## config.mk

```make
export PLATFORM = sky130hd
export DESIGN_NAME = fre_sqrt_cell
export DESIGN_NICKNAME = d
export VERILOG_FILES = /design/src/design/fre_pkg.sv /design/src/design/fre_sqrt_cell.sv
export SDC_FILE = /design/constraint.sdc
export NUM_CORES = 1
export LEC_CHECK = 0
export BUFFER_PORTS_ARGS = -buffer_cell sky130_fd_sc_hd__buf_2
export CAP_MARGIN = 40
export CORE_UTILIZATION = 50
export DETAILED_ROUTE_END_ITERATION = 10
export GPL_TIMING_DRIVEN = 0
export MAX_ROUTING_LAYER = met4
export PLACE_DENSITY = 0.82
export SETUP_SLACK_MARGIN = 0.2
export SLEW_MARGIN = 20
export SYNTH_ARGS = -nofsm -noshare
export SYNTH_HDL_FRONTEND = slang
export SYNTH_SLANG_ARGS = --single-unit
```

## constraint.sdc

```tcl
create_clock -name clk -period 5.7 [get_ports clk]
set_input_delay 1.14 -clock clk [delete_from_list [all_inputs] [get_ports clk]]
set_output_delay 1.14 -clock clk [all_outputs]
set_load 0.005 [all_outputs]
```

## src/design/fre_pkg.sv

```systemverilog
// ----------------------------------------------------------------------------
// Fresnel reflectance package
// Shared constants, widths and the data bundles that move between the cells.
// ----------------------------------------------------------------------------
package fre_pkg;

    // Fraction bits of the internal fixed-point values.
    localparam int FRAC_BITS = 15;

    // Field widths.
    localparam int IDX_W = 16;
    localparam int COS_W = 16;
    localparam int RES_W = 16;
    localparam int C_W   = 17;

    // Divider cell widths.
    localparam int REM_W = 35;
    localparam int DEN_W = 34;
    localparam int LOW_W = 16;
    localparam int QUO_W = 16;

    // Square-root cell width.
    localparam int SQ_W = 32;

    // Number of cells in each chain.
    localparam int ST2_STEPS  = 15;
    localparam int SQRT_STEPS = 16;
    localparam int RAT_STEPS  = 16;

    // Unity in the internal format and in the Q1.15 result.
    localparam logic [15:0] ONE     = 16'(1 << FRAC_BITS);
    localparam logic [15:0] RES_ONE = 16'd32768;

    // Item context that travels beside the arithmetic.
    typedef struct packed {
        logic             vld;
        logic             bad;
        logic             tir;
        logic [IDX_W-1:0] ni;
        logic [IDX_W-1:0] no;
        logic [C_W-1:0]   c;
    } side_t;

    // State of one restoring-division step.
    typedef struct packed {
        logic [REM_W-1:0] rem;
        logic [DEN_W-1:0] den;
        logic [LOW_W-1:0] low;
        logic [QUO_W-1:0] quo;
    } div_t;

    // State of one square-root step.
    typedef struct packed {
        logic [SQ_W-1:0] v;
        logic [SQ_W-1:0] root;
        logic [SQ_W-1:0] sb;
    } sqrt_t;

endpackage

```

## src/design/fre_sqrt_cell.sv

```systemverilog
// ----------------------------------------------------------------------------
// Square-root cell
// One step of the digit-by-digit floor square root, two radicand bits a step.
// ----------------------------------------------------------------------------
module fre_sqrt_cell (
    input  logic           clk,
    input  logic           en,
    input  fre_pkg::sqrt_t q_in,
    output fre_pkg::sqrt_t q_out
);

    logic [fre_pkg::SQ_W-1:0] trial;
    fre_pkg::sqrt_t           q_next;

    // Try the current bit and keep it when the remainder allows.
    always_comb
    begin
        trial = q_in.root + q_in.sb;
        if (q_in.v >= trial)
        begin
            q_next.v    = q_in.v - trial;
            q_next.root = (q_in.root >> 1) + q_in.sb;
        end
        else
        begin
            q_next.v    = q_in.v;
            q_next.root = q_in.root >> 1;
        end
        q_next.sb = q_in.sb >> 2;
    end

    // Hand the step result to the next cell.
    always_ff @(posedge clk)
    begin
        if (en)
        begin
            q_out <= q_next;
        end
    end

endmodule
```

; Word level (Yosys, flattened, before mapping)
; Cells that the tools add are included.
[word_totals]
reg_bits = 94
input_bits = 98
out_inout_bits = 96
word_cells = 9
[op_classes]
add_sub_neg = 3
order_cmp = 1
muxes = 1
[ops]
columns = operator, n
row1 = 2-to-1 mux 64 bit, 1
row2 = adder 31 x 32 -> 32 bit, 1
row3 = adder 32 bit, 1
row4 = greater-or-equal comparator 32 bit, 1
row5 = subtractor 32 bit, 1

; Logic depth before layout (Yosys ltp)
[logic_depth]
word_depth = 3
depth_mapped = 25
depth_no_buf = 22

; Least setup slack after synthesis
; Ideal clock, no wire load.
[synth_path]
kind = input -> register
from = input q_in[10] (netlist bit)
to = register q_out[32] (netlist bit) (data pin)
setup_ns = 0.262
arrival_ns = 5.128
required_time_ns = 5.438
slack_ns = 0.310
stages = 22
n_path_buf = 3
path_cell_list = ha_1 -> a21oi_1 -> nand2_1 -> nor3_1 -> o21a_1 -> o311a_1 -> nor2_1 -> a41o_1 -> a21oi_1 -> xor2_1 -> ha_1 -> clkbuf_1 -> a21o_1 -> a211oi_1 -> o21ai_0 -> o211ai_1 -> o31ai_1 -> a311oi_2 -> o21bai_2 -> buf_6 -> buf_6 -> mux2_1
[synth_rtl]
columns = element, line_no
row1 = from (decl), fre_sqrt_cell.sv:8  ; input fre_pkg::sqrt_t q_in,
row2 = to (signal assigned), fre_sqrt_cell.sv:37  ; q_out <= q_next;
row3 = to (decl), fre_sqrt_cell.sv:9  ; output fre_pkg::sqrt_t q_out

==> metrics.cfg <==
[outcome]
status = finished clean

[hold_path]
min_path_type = in2reg
hp-start = q_in[29]
hold_path_end = q_out[27]
min_path_cells = 1

[timing]
hold_ws_ps = 1010
max_freq_ghz = 0.188
fin_crit_ps = 5330
maxSlewViolCount = 0
worstMarginPinSlew_ps = 603
maxSlewHeadroom = 0.594
finalSetupViolations = 0
final_hold_viol_count = 0
rsz0062_at_grt = yes
finalCritPeriodShare = 0.935

[clocking]
htreeDepth = 3
cts_tree = done
path_clk_slew_ps = 70
postCtsHoldBufs = 0
numCtsBuffers = 9
cts_buffer_depth = 2
clock-sinks = 94
ctsRootBufferMaster = clkbuf_16

[global_routing]
grtUsageTotal = 0.260
grt_pass1_wl_mm = 35.0
grt_max_degree = 57
grt_antenna_before_repair = 0
first_global_vias = 7280
grt_remaining_overflow = 0

[cells_and_area]
layoutNonFillerInstCount = 1356
antenna_cells = 0
nFillCells = 1367
top_regs = q_out: 94 flops
largest_reg_flops = 94
area_growth_pct = 24.7
top_register = q_out
drive_gt1_frac = 0.278
nNetsFinal = 1326

[floorplan]
rows = 47
coreArea_mm2 = 0.0165
die_h_um = 132
initial_core_util = 0.510
dieArea_mm2 = 0.0173
die_x_um = 132
io_pins = 194

[route]
drt_iter0_drc = 513
vias = 7911
drc = 0
routed_wirelength_mm = 23.1
firstDrtPassIters = 5
antenna_left = 0
viasPerCell = 5.83
wire_per_inst_um = 17.0

[synth]
yosys_most_used_dff = edfxtp_1
synth_cells = 909
yosys.cell_types.count = 70
ys_seq_area_frac = 0.336
synth.avg_cell_area_um2 = 9.24
ys_ff_latch = 94
syn_area_mm2 = 0.00840
yosys_warnings = 0
synthArstFlopShare = 0
synth_edf_count = 94

[critical_path]
cp-end-kind = register
crit_arrival_ps = 5440
critical_path.max_fanout = 7
critPathKind = in2reg
critical_path.startpoint_type = input port
cp.required_ps = 5800

[placed_design]
gp_congestion = 0.947
portBuffers = 191
dp_hpwl_mm = 17.7
post-place-cells = 1322

[power_and_ir_drop]
vdd_drop_max_mv = 0.198
p_per_area_mw_per_mm2 = 301
p_leak_nw = 4.63

[flow_run]
drv_cap = 0

worst max-delay path, stage by stage:
cell and delay (ps):
buf_8 100, ha_4 150, inv_2 50, fa_2 220, nor2b_2 50, o31a_1 320
o31ai_2 270, nand4_1 140, buf_6 160, a31oi_4 210, o31a_1 250, o21bai_1 100
a21oi_1 180, xor2_1 110, ha_1 410, nand4_1 220, o31ai_1 340, a311oi_2 90
o21bai_4 210, buf_12 150, buf_4 150, nor4bb_2 320, nor3_2 80
power by group:
part           internal (W)  switching, W  total, W
clock network      0.000298      0.000272  0.000570
registers          0.000942     0.0000274  0.000970
logic              0.000716      0.000899   0.00162
metrics by stage:
stage | power, W | TNS [ps] | util | area [um^2] | worst slack (ps)
2_1_floorplan | 0.00198 | 0 | - | 8400 | 310
3_3_place_gp | 0.00239 | -31040 | 0.585 | 9630 | -659
3_5_place_dp | 0.00242 | -35560 | 0.587 | 9660 | -736
4_1_cts | 0.00303 | 0 | 0.612 | 10100 | 200
5_1_grt | 0.00334 | 0 | 0.636 | 10500 | 123
6_report | 0.00315 | 0 | 0.636 | 10500 | 368
worst max-delay path by stage:
stage	startpoint	end	slack (ps)	depth (start not counted)
after floorplan	q_in[10]	q_out[32]	310	22
after global placement	q_in[10]	q_out[61]	-660	23
after detailed placement	q_in[10]	q_out[58]	-740	23
after CTS	q_in[1]	q_out[65]	200	22
after global routing	q_in[0]	q_out[60]	120	25
final	q_in[0]	q_out[62]	370	23
layout by cell type (no fill, tap or decap), types with 6 or more instances in the layout:
master	n
ha_4	9
xnor2_1	45
o211ai_1	6
nand2_1	99
a211oi_1	10
or3_1	6
buf_2	192
o21ai_0	84
nor3_1	11
a21o_1	45
buf_4	23
inv_1	24
a21oi_1	71
and3_1	9
o31a_1	6
edfxtp_1	94
nand4_1	9
clkbuf_16	10
nand2b_1	10
nor2b_1	8
nor2_1	50
clkbuf_1	11
xor2_1	36
a21oi_2	8
nand3_1	22
o21ai_2	10
o21a_1	12
ha_1	82
o21bai_1	17
area by class of cell:
| type | count | area, um^2 | share of cell area |
|---|---|---|---|
| clock inverter | 6 | 45.0 | 0.00430 |
| clock buffer | 10 | 229 | 0.0219 |
| tap | 220 | 275 | 0.0263 |
| multi-input combinational | 761 | 5640 | 0.538 |
| buffer | 29 | 204 | 0.0195 |
| sequential | 94 | 2820 | 0.270 |
| timing repair buffer | 210 | 1160 | 0.111 |
| inverter | 26 | 97.6 | 0.00932 |
metal layers:
layer | vias up | global-route usage | part of all wire
met5 | - | - | 0
met4 | 0 | 0.105 | 0.024
met3 | 39 | 0.0401 | 0.057
met2 | 296 | 0.432 | 0.49
met1 | 3702 | 0.316 | 0.43
li1 | 3874 | - | -
logic make-up (layout without fill, tap and decap cells):
logic type,after synthesis,after routing,synth area share
DFF,94,94,0.336
other,1,2,0.000447
xor gates and xnor gates,83,83,0.0866
and+or+nand+nor,243,243,0.133
adders and majority gates,97,97,0.147
buffers and inverters,55,281,0.0295
AOI/OAI and AO/OA,331,331,0.261
muxes,5,5,0.00671
cell usage after synthesis (2+ instances only):
library cell	number	share of area
a21boi_0	4	0.0036
nor2b_1	9	0.0067
o21a_1	12	0.011
a21oi_2	3	0.0031
nand3_1	23	0.014
ha_1	94	0.14
o31ai_1	7	0.0063
and2_1	3	0.0022
fa_1	3	0.0072
buf_6	3	0.0040
a31oi_1	6	0.0045
nand4_1	9	0.0067
a221o_1	2	0.0024
edfxtp_1	94	0.34
a21oi_1	77	0.046
nor4_1	4	0.0030
o21ai_1	4	0.0024
xnor2_1	45	0.047
o31a_1	6	0.0063
o41ai_1	2	0.0021
nor3_1	12	0.0072
xor2_1	38	0.040
o21ai_2	9	0.0094
nand2b_1	10	0.0075
a211oi_1	13	0.012
a21o_1	45	0.040
buf_4	3	0.0027
nand2_1	100	0.045
or3_1	6	0.0045
o311ai_0	2	0.0021
mux2_1	5	0.0067
a31o_2	4	0.0042
inv_1	26	0.012
o211ai_1	6	0.0054
a311oi_1	3	0.0031
nor2_1	51	0.023
o21ai_0	86	0.051
a2bb2oi_1	2	0.0021
o21bai_1	17	0.015
clkbuf_1	17	0.0076
and3_1	9	0.0067
buf_2	5	0.0030
a41oi_1	2	0.0021
and4_1	2	0.0021
what timing repair did:
action / CTS / global route
pin swaps: 4 / 26
setup endpoints to repair: 64 / 64
setup buffers: 6 / 11
cloned: 0 / 1
gates resized for setup: 22 / 82
Power figures use the tool's default switching activity.
