File: src/design/fre_pkg.sv
// ----------------------------------------------------------------------------
// Fresnel reflectance package
// Shared constants, widths and the data bundles that move between the cells.
// ----------------------------------------------------------------------------
package fre_pkg;

    // Fraction bits of the internal fixed-point values.
    localparam int FRAC_BITS = 15;

    // Field widths.
    localparam int IDX_W = 16;
    localparam int COS_W = 16;
    localparam int RES_W = 16;
    localparam int C_W   = 17;

    // Divider cell widths.
    localparam int REM_W = 35;
    localparam int DEN_W = 34;
    localparam int LOW_W = 16;
    localparam int QUO_W = 16;

    // Square-root cell width.
    localparam int SQ_W = 32;

    // Number of cells in each chain.
    localparam int ST2_STEPS  = 15;
    localparam int SQRT_STEPS = 16;
    localparam int RAT_STEPS  = 16;

    // Unity in the internal format and in the Q1.15 result.
    localparam logic [15:0] ONE     = 16'(1 << FRAC_BITS);
    localparam logic [15:0] RES_ONE = 16'd32768;

    // Item context that travels beside the arithmetic.
    typedef struct packed {
        logic             vld;
        logic             bad;
        logic             tir;
        logic [IDX_W-1:0] ni;
        logic [IDX_W-1:0] no;
        logic [C_W-1:0]   c;
    } side_t;

    // State of one restoring-division step.
    typedef struct packed {
        logic [REM_W-1:0] rem;
        logic [DEN_W-1:0] den;
        logic [LOW_W-1:0] low;
        logic [QUO_W-1:0] quo;
    } div_t;

    // State of one square-root step.
    typedef struct packed {
        logic [SQ_W-1:0] v;
        logic [SQ_W-1:0] root;
        logic [SQ_W-1:0] sb;
    } sqrt_t;

endpackage

File: src/design/fre_div_cell.sv
// ----------------------------------------------------------------------------
// Divider cell
// One restoring-division step: compare, subtract, then shift in the next bit.
// ----------------------------------------------------------------------------
module fre_div_cell (
    input  logic          clk,
    input  logic          en,
    input  fre_pkg::div_t d_in,
    output fre_pkg::div_t d_out
);

    logic                      ge;
    logic [fre_pkg::REM_W-1:0] diff;
    fre_pkg::div_t             d_next;

    // Take one quotient bit and bring down the next dividend bit.
    always_comb
    begin
        ge           = (d_in.rem >= {1'b0, d_in.den});
        diff         = ge ? (d_in.rem - {1'b0, d_in.den}) : d_in.rem;
        d_next.rem   = {diff[fre_pkg::REM_W-2:0], d_in.low[fre_pkg::LOW_W-1]};
        d_next.den   = d_in.den;
        d_next.low   = {d_in.low[fre_pkg::LOW_W-2:0], 1'b0};
        d_next.quo   = {d_in.quo[fre_pkg::QUO_W-2:0], ge};
    end

    // Hand the step result to the next cell.
    always_ff @(posedge clk)
    begin
        if (en)
        begin
            d_out <= d_next;
        end
    end

endmodule

File: config.mk
export PLATFORM = sky130hd
export DESIGN_NAME = fre_div_cell
export DESIGN_NICKNAME = d
export VERILOG_FILES = /design/src/design/fre_pkg.sv /design/src/design/fre_div_cell.sv
export SDC_FILE = /design/constraint.sdc
export NUM_CORES = 1
export LEC_CHECK = 0
export ABC_AREA = 0
export BUFFER_PORTS_ARGS = -buffer_cell sky130_fd_sc_hd__buf_2
export CAP_MARGIN = 20
export CORE_ASPECT_RATIO = 1.5
export CORE_UTILIZATION = 45
export DETAILED_ROUTE_END_ITERATION = 10
export GPL_ROUTABILITY_DRIVEN = 0
export PLACE_DENSITY = 0.84
export SYNTH_ARGS = -nofsm -noshare
export SYNTH_HDL_FRONTEND = slang
export SYNTH_SLANG_ARGS = --single-unit
File: constraint.sdc
create_clock -name clk -period 2.8 [get_ports clk]
set_input_delay 0.42 -clock clk [delete_from_list [all_inputs] [get_ports clk]]
set_output_delay 0.42 -clock clk [all_outputs]
set_load 0.005 [all_outputs]
After elaboration in Yosys (flattened, before gate mapping)
Cells that the tools add are included.
- shifts and indexed selects: 0
- mux-type cells: 1
- $lt $le $gt $ge: 1
- div/mod/pow operators: 0
- reductions and logical operators: 0
- equality and inequality tests: 0
- $mul: 0
- bitwise gates (word level): 0
- add/subtract/negate cells: 1
- operators with widths (kind ; number):
    >= comparator 35 x 34 -> 1 bit ; 1
    two-way mux 34 bit ; 1
    subtractor 34 bit ; 1
- memories: 0
- memory bits (writable): 0
- register bits after elaboration: 100
- output and inout bits: 101
- logic and storage cells: 7
- input bits: 103
- bits in latches: 0
- bits in read-only memories: 0

Logic depth before layout (Yosys ltp)
Gate-level depths: netlist of the first run.
- word-level depth: 2
- depth in mapped cells: 13
- gate-level depth less buffers: 12

Worst setup path before layout of the first run
No wires, ideal clock.
- kind: in2reg
- start: in d_in[66] (netlist bit)
- end: reg d_out[99] (netlist bit), data pin
- path buffers: 0
- cell stages on the path: 12
- data arrival time: 2.637 ns
- path slack: -0.092 ns
- path through: inv_1 ha_1 inv_1 fa_1 a21oi_1 o211ai_1 a211oi_2 o22ai_1 o2111ai_1 a41oi_1 or3_1 a31o_1
- cells in the longest elaborated chain, start to end: 2
- elaborated cells on any way between the ends: 3
- those cells by class: 1 x add/sub; 1 x order compare; 1 x mux
- ends and longest elaborated chain (element ; RTL line ; RTL):
    start: declaration ; fre_div_cell.sv:8 ; input fre_pkg::div_t d_in,
    subtractor 34 bit / >= comparator 35 x 34 -> 1 bit (equally long branches) ; fre_div_cell.sv:20, fre_div_cell.sv:19 ;
    two-way mux 34 bit * ; fre_div_cell.sv:20 ; diff = ge ? (d_in.rem - {1'b0, d_in.den}) : d_in.rem;
    via diff (one bit) ; fre_div_cell.sv:13 ; logic [fre_pkg::REM_W-1:0] diff;
    end signal: assignment ; fre_div_cell.sv:32 ; d_out <= d_next;
    end: declaration ; fre_div_cell.sv:9 ; output fre_pkg::div_t d_out
The timed path passes the listed nets; every way through them passes the cells marked *.
A chain may end at the register's enable or synchronous reset.

Worst setup path in the final report of the first run
Same ends and word-level chain as after synthesis.

==> results by group, run 1 <==
Status
  – Status: finished clean

Yosys
  – Syn nets: 619
  – FFs w/ async S/R, synth: 0
  – Netlist cell types: 57
  – Avg Cell Area, Syn: 11.2 sq um
  – Register area share after synthesis: 0.557
  – Post-Syn Area: 5390 sq um
  – Cells after Synth: 481
  – Commonest register cell after synthesis: edfxtp_1
  – Number of synthesized register bits: 100
  – EDFF count, synth: 100
  – Ys Warns: 0

Clocking
  – H-tree Lvls: 3
  – CTS buffer count: 9
  – Hold-fix buffers at CTS: 0
  – CTS tree: yes
  – Clock root buffer: clkbuf_16
  – # clock sinks: 100
  – Clock Pin Slew Worst Setup and Hold Paths: 0.07 ns
  – Max clock buf depth: 2

Critical path
  – Top Family by Delay on Critical Path: compound AO/OA/AOI/OAI gates
  – Crit Path Category: primary input to flop
  – Crit-path cells: buf_2, inv_12, ha_4, inv_2, fa_2, a21oi_2, o211ai_1, a211oi_2, o22ai_2, o2111ai_2, a41oi_2, or3_1, a31o_1
  – Critical path arrival: 2.85 ns
  – Critical path data required time: 2.90 ns
  – Crit path capture type: flop
  – Worst path max stage delay: 0.35 ns
  – Setup crit start kind: primary input
  – Critical Path Fanout Max: 4
  – Slowest CP cell: a211oi_2
  – Worst path buffer plus inverter count: 3

Timing
  – PnR worst setup slack: 0.0546 ns
  – Setup_tns: 0 ns
  – RSZ-0062 raised after global routing: true
  – Slew Viols, Final: 0
  – Final hold vios: 0
  – Slew @ Worst Pin: 0.562 ns
  – Period utilization: 0.981
  – Period minus WS final: 2.75 ns
  – Setup violators final: 0
  – Final hold slack: between 0.2 and 0.25 ns
  – Slew margin rel.: 0.622
  – Max Freq: 364 MHz

Placement
  – Total placed cells including tap cells: about 900
  – Cell Area, Placed: between 7000 and 8000 sq um
  – Port-buffer cells: 201
  – Detailed Place HPWL: 10700 microns
  – Worst slack, placed: -0.371 ns

Global route
  – Vias in the first global route: 4759
  – GRT Util Overall: 0.217
  – Global route overflow: 0
  – First-pass GRT wire length: approximately 21000 microns
  – Largest net degree at the start of global routing: 53
  – Initial antenna violation count: 1

Floorplan
  – IO Count: 204
  – Num rows: 48
  – Die span in y: 136 microns
  – Core area: about 12000 sq um
  – Initial Util: 0.465
  – Die Width: around 91 microns
  – Full die area: 12400 sq um

Power
  – Total Power: 4.07 mW
  – PwrDens: ~550 nW/um^2
  – P_leak: about 3.4 nW
  – Peak VDD IR: 0.310 mV

Finish
  – Multi-input logic area: between 2000 and 2500 sq um
  – Largest register FFs: 100
  – Final Util: 0.641
  – Biggest regs: d_out x100
  – Post-route cell area: 7430 sq um
  – Register area: between 3000 and 4000 sq um
  – Layout cells sized above 1: 0.417
  – Non-Filler Instances: 904
  – Final #Nets: between 800 and 900
  – Fill count: 940
  – Largest Register: d_out
  – Syn-to-layout area delta: 37.9%

Routing
  – Total wire length: 13300 microns
  – Vias: 4650
  – Via density: 5.14
  – Post-DRT Antenna Nets: 0
  – First drt pass iteration count: 4
  – Initial DRC count: 217
  – DRC Markers: 0
  – Avg WL per Cell: between 10 and 15 microns

Min path
  – Hold WC Path Type: primary input to flop

Run
  – Max-cap viol count: 0
[Yosys cell counts, types with 9 or more instances]
cell type / number / area share
edfxtp_1: 100 / 0.56
nand2_1: 52 / 0.036
o21ai_0: 44 / 0.041
inv_1: 41 / 0.029
ha_1: 34 / 0.079
a21oi_1: 32 / 0.030
nor2_1: 22 / 0.015
xnor2_1: 16 / 0.026
xor2_1: 13 / 0.021
a21o_1: 11 / 0.015
clkbuf_1: 9 / 0.0063
nand4_1: 9 / 0.010
[logic make-up (layout without fill, tap and decap cells)]
| family | Yosys count | count (layout) | synth area share |
|---|---|---|---|
| compound gates | 131 | 131 | 0.152 |
| simple gates | 117 | 117 | 0.0990 |
| flops | 100 | 100 | 0.557 |
| buf+inv | 64 | 336 | 0.0525 |
| fa+ha+maj | 35 | 35 | 0.0827 |
| xor+xnor | 29 | 29 | 0.0472 |
| mux | 4 | 4 | 0.00836 |
| other cells | 1 | 2 | 0.000696 |
[worst paths after layout]
| kind | start | endpoint | slack (ns) | cells past startpoint |
|---|---|---|---|---|
| max | d_in[66] | d_out[99] | 0.05 | 13 |
| min | d_in[13] | d_out[14] | 0.24 | 1 |
[power breakdown]
| group | switching (mW) | total (mW) | internal (mW) |
|---|---|---|---|
| logic | 0.506 | 0.996 | 0.490 |
| clock network | 0.574 | 1.20 | 0.626 |
| registers | 0.0367 | 1.88 | 1.84 |
| total | 1.12 | 4.07 | 2.96 |
[layer usage]
| metal | track usage | wire, microns |
|---|---|---|
| met5 | 0 | 0 |
| met4 | 0.0688 | 185 |
| met2 | 0.423 | 7350 |
| met1 | 0.228 | 4870 |
| met3 | 0.0515 | 880 |
[cell usage in the layout (no fill, tap or decap), types with 11 or more instances in the layout]
cell,netlist,layout
xor2_1,13,13
xnor2_1,16,16
ha_1,34,33
edfxtp_1,100,100
a21o_1,11,11
buf_2,4,200
inv_1,41,39
o21ai_0,44,43
nor2_1,22,22
nand2_1,52,52
buf_4,4,75
a21oi_1,32,31
[timing repair]
| action | 4_1_cts | 5_1_grt |
|---|---|---|
| setup buffers | 0 | 4 |
| gates resized for setup | 0 | 5 |
| setup endpoints to repair | 1 | 13 |
| pin swaps | 1 | 8 |
| cloned | 0 | 0 |
[area by class of cell]
cell class | instances | area share
clock inverters | 7 | 0.00910
multi-input cells | 317 | 0.289
well taps | 150 | 0.0253
flip-flops and latches | 100 | 0.404
clock buffers | 9 | 0.0303
diodes | 1 | 0.000337
inverters | 42 | 0.0229
repair buffers | 278 | 0.219
No activity file was read; power rests on OpenSTA's default activity.
==> run 2: changes to the inputs <==
--- a/config.mk
+++ b/config.mk
@@ -10,6 +10,7 @@
 export CAP_MARGIN = 20
 export CORE_ASPECT_RATIO = 1.5
 export CORE_UTILIZATION = 45
+export CTS_BUF_LIST = sky130_fd_sc_hd__clkbuf_4 sky130_fd_sc_hd__clkbuf_8
 export DETAILED_ROUTE_END_ITERATION = 10
 export GPL_ROUTABILITY_DRIVEN = 0
 export PLACE_DENSITY = 0.84
==> results by group, run 2 (synthesis results as in run 1) <==
Finish
  – Commonest non-fill, non-tap cell in the layout: buf_2
  – Post-route cell area: 7330 sq um
  – Largest Register: d_out
  – Largest register FFs: 100
  – Final Util: 0.632
  – Commonest non-fill, non-tap cells in the layout: buf_2 (200), edfxtp_1 (100), buf_4 (75)
  – Biggest regs: d_out x100
  – Final #Nets: approximately 900
  – Fill count: 957
  – Syn-to-layout area delta: 36.0%
  – Layout cells sized above 1: 0.417
  – Non-Filler Instances: approximately 900

Global route
  – Global route overflow: 0
  – Vias in the first global route: 4748
  – Initial antenna violation count: 1
  – First-pass GRT wire length: 21000 microns
  – GRT Util Overall: 0.215
  – Largest net degree at the start of global routing: 53

Run
  – Max-cap viol count: 0

Timing
  – Slew margin rel.: 0.641
  – Slew @ Worst Pin: 0.533 ns
  – Setup violators final: 0
  – Period minus WS final: 2.71 ns
  – Period utilization: 0.968
  – Final hold vios: 0
  – Final hold slack: 0.216 ns
  – Setup_tns: 0 ns
  – Slew Viols, Final: 0
  – PnR worst setup slack: 0.0900 ns
  – Max Freq: 369 MHz

Power
  – P_leak: about 3.3 nW
  – Peak VDD IR: 0.264 mV
  – Total Power: 3.75 mW
  – PwrDens: 512 nW/um^2

Critical path
  – Worst path max stage delay: ~0.34 ns
  – Slowest CP cell: fa_2
  – Critical path data required time: 2.93 ns
  – Critical path arrival: 2.84 ns
  – Setup crit start kind: primary input
  – Critical Path Fanout Max: 4
  – Crit Path Category: primary input to flop
  – Crit-path cells: buf_2, inv_12, ha_4, inv_2, fa_2, a21oi_2, o211ai_1, a211oi_2, o22ai_2, o2111ai_2, a41oi_2, or3_1, a31o_1
  – Crit path capture type: flop

Placement
  – Worst slack, placed: -0.371 ns
  – Total placed cells including tap cells: 883
  – Cell Area, Placed: 7080 sq um
  – Detailed Place HPWL: between 10000 and 15000 microns
  – Port-buffer cells: 201

Min path
  – Hold Crit Start: d_in[31]
  – WHS Path Cells: 1
  – Hold WC Path Type: primary input to flop
  – Hold Crit Endpoint: d_out[66]

Floorplan
  – Core area: roughly 12000 sq um
  – Full die area: 12400 sq um
  – Die Width: 91.3 microns
  – Die span in y: 136 microns
  – IO Count: 204
  – Initial Util: 0.465
  – Num rows: 48

Routing
  – Vias: 4662
  – DRC Markers: 0
  – Via density: a little over 5
  – Avg WL per Cell: 14.6 microns
  – Initial DRC count: approximately 280
  – First drt pass iteration count: 6
  – Total wire length: 13200 microns
  – Post-DRT Antenna Nets: 0

Clocking
  – Max clock buf depth: 2
  – CTS tree: yes
  – Clock root buffer: clkbuf_8
  – Clock Pin Slew Worst Setup and Hold Paths: roughly 0.11 ns
  – H-tree Lvls: 3
  – CTS buffer count: 9
  – Hold-fix buffers at CTS: 0
  – # clock sinks: 100

Status
  – Status: finished clean
-- run 2: worst max path at each step --
stage                   from         to  slack, ns
detailed placement  d_in[66]  d_out[99]      -0.37
global route        d_in[66]  d_out[87]      -0.03
floorplan           d_in[66]  d_out[99]      -0.01
global placement    d_in[66]  d_out[99]      -0.31
CTS                 d_in[66]  d_out[99]       0.03
finish              d_in[66]  d_out[99]       0.09
-- run 2: power by group --
part	total, mW	internal [mW]	switching, mW
Clock	0.881	0.346	0.534
Sequential	1.88	1.84	0.0371
Combinational	0.995	0.490	0.505
-- run 2: cell type report --
class	instances	area [sq um]	area share
antenna	1	2.50	0.000342
clock buffer	9	124	0.0169
clock inverter	7	67.6	0.00922
inverter	42	170	0.0232
multi-input combinational	317	2150	0.293
sequential	100	3000	0.410
tap	150	188	0.0256
timing repair buffer	278	1620	0.222
-- run 2: metal layers --
layer	up-vias	track usage	wire, microns
met5	-	0	0
met4	0	0.0653	127
met3	12	0.0481	816
met2	184	0.418	7320
met1	2184	0.229	4980
li1	2282	-	-
-- run 2: critical path, delay by kind of cell --
family	cells	cell delay, ns
simple gates	1	0.33
fa+ha+maj	2	0.46
compound gates	7	1.37
buf+inv	3	0.24
-- run 2: timing repair --
action	in CTS	in global routing
pin swaps	1	8
setup endpoints to repair	1	5
gates resized for setup	0	4
setup buffers	0	4
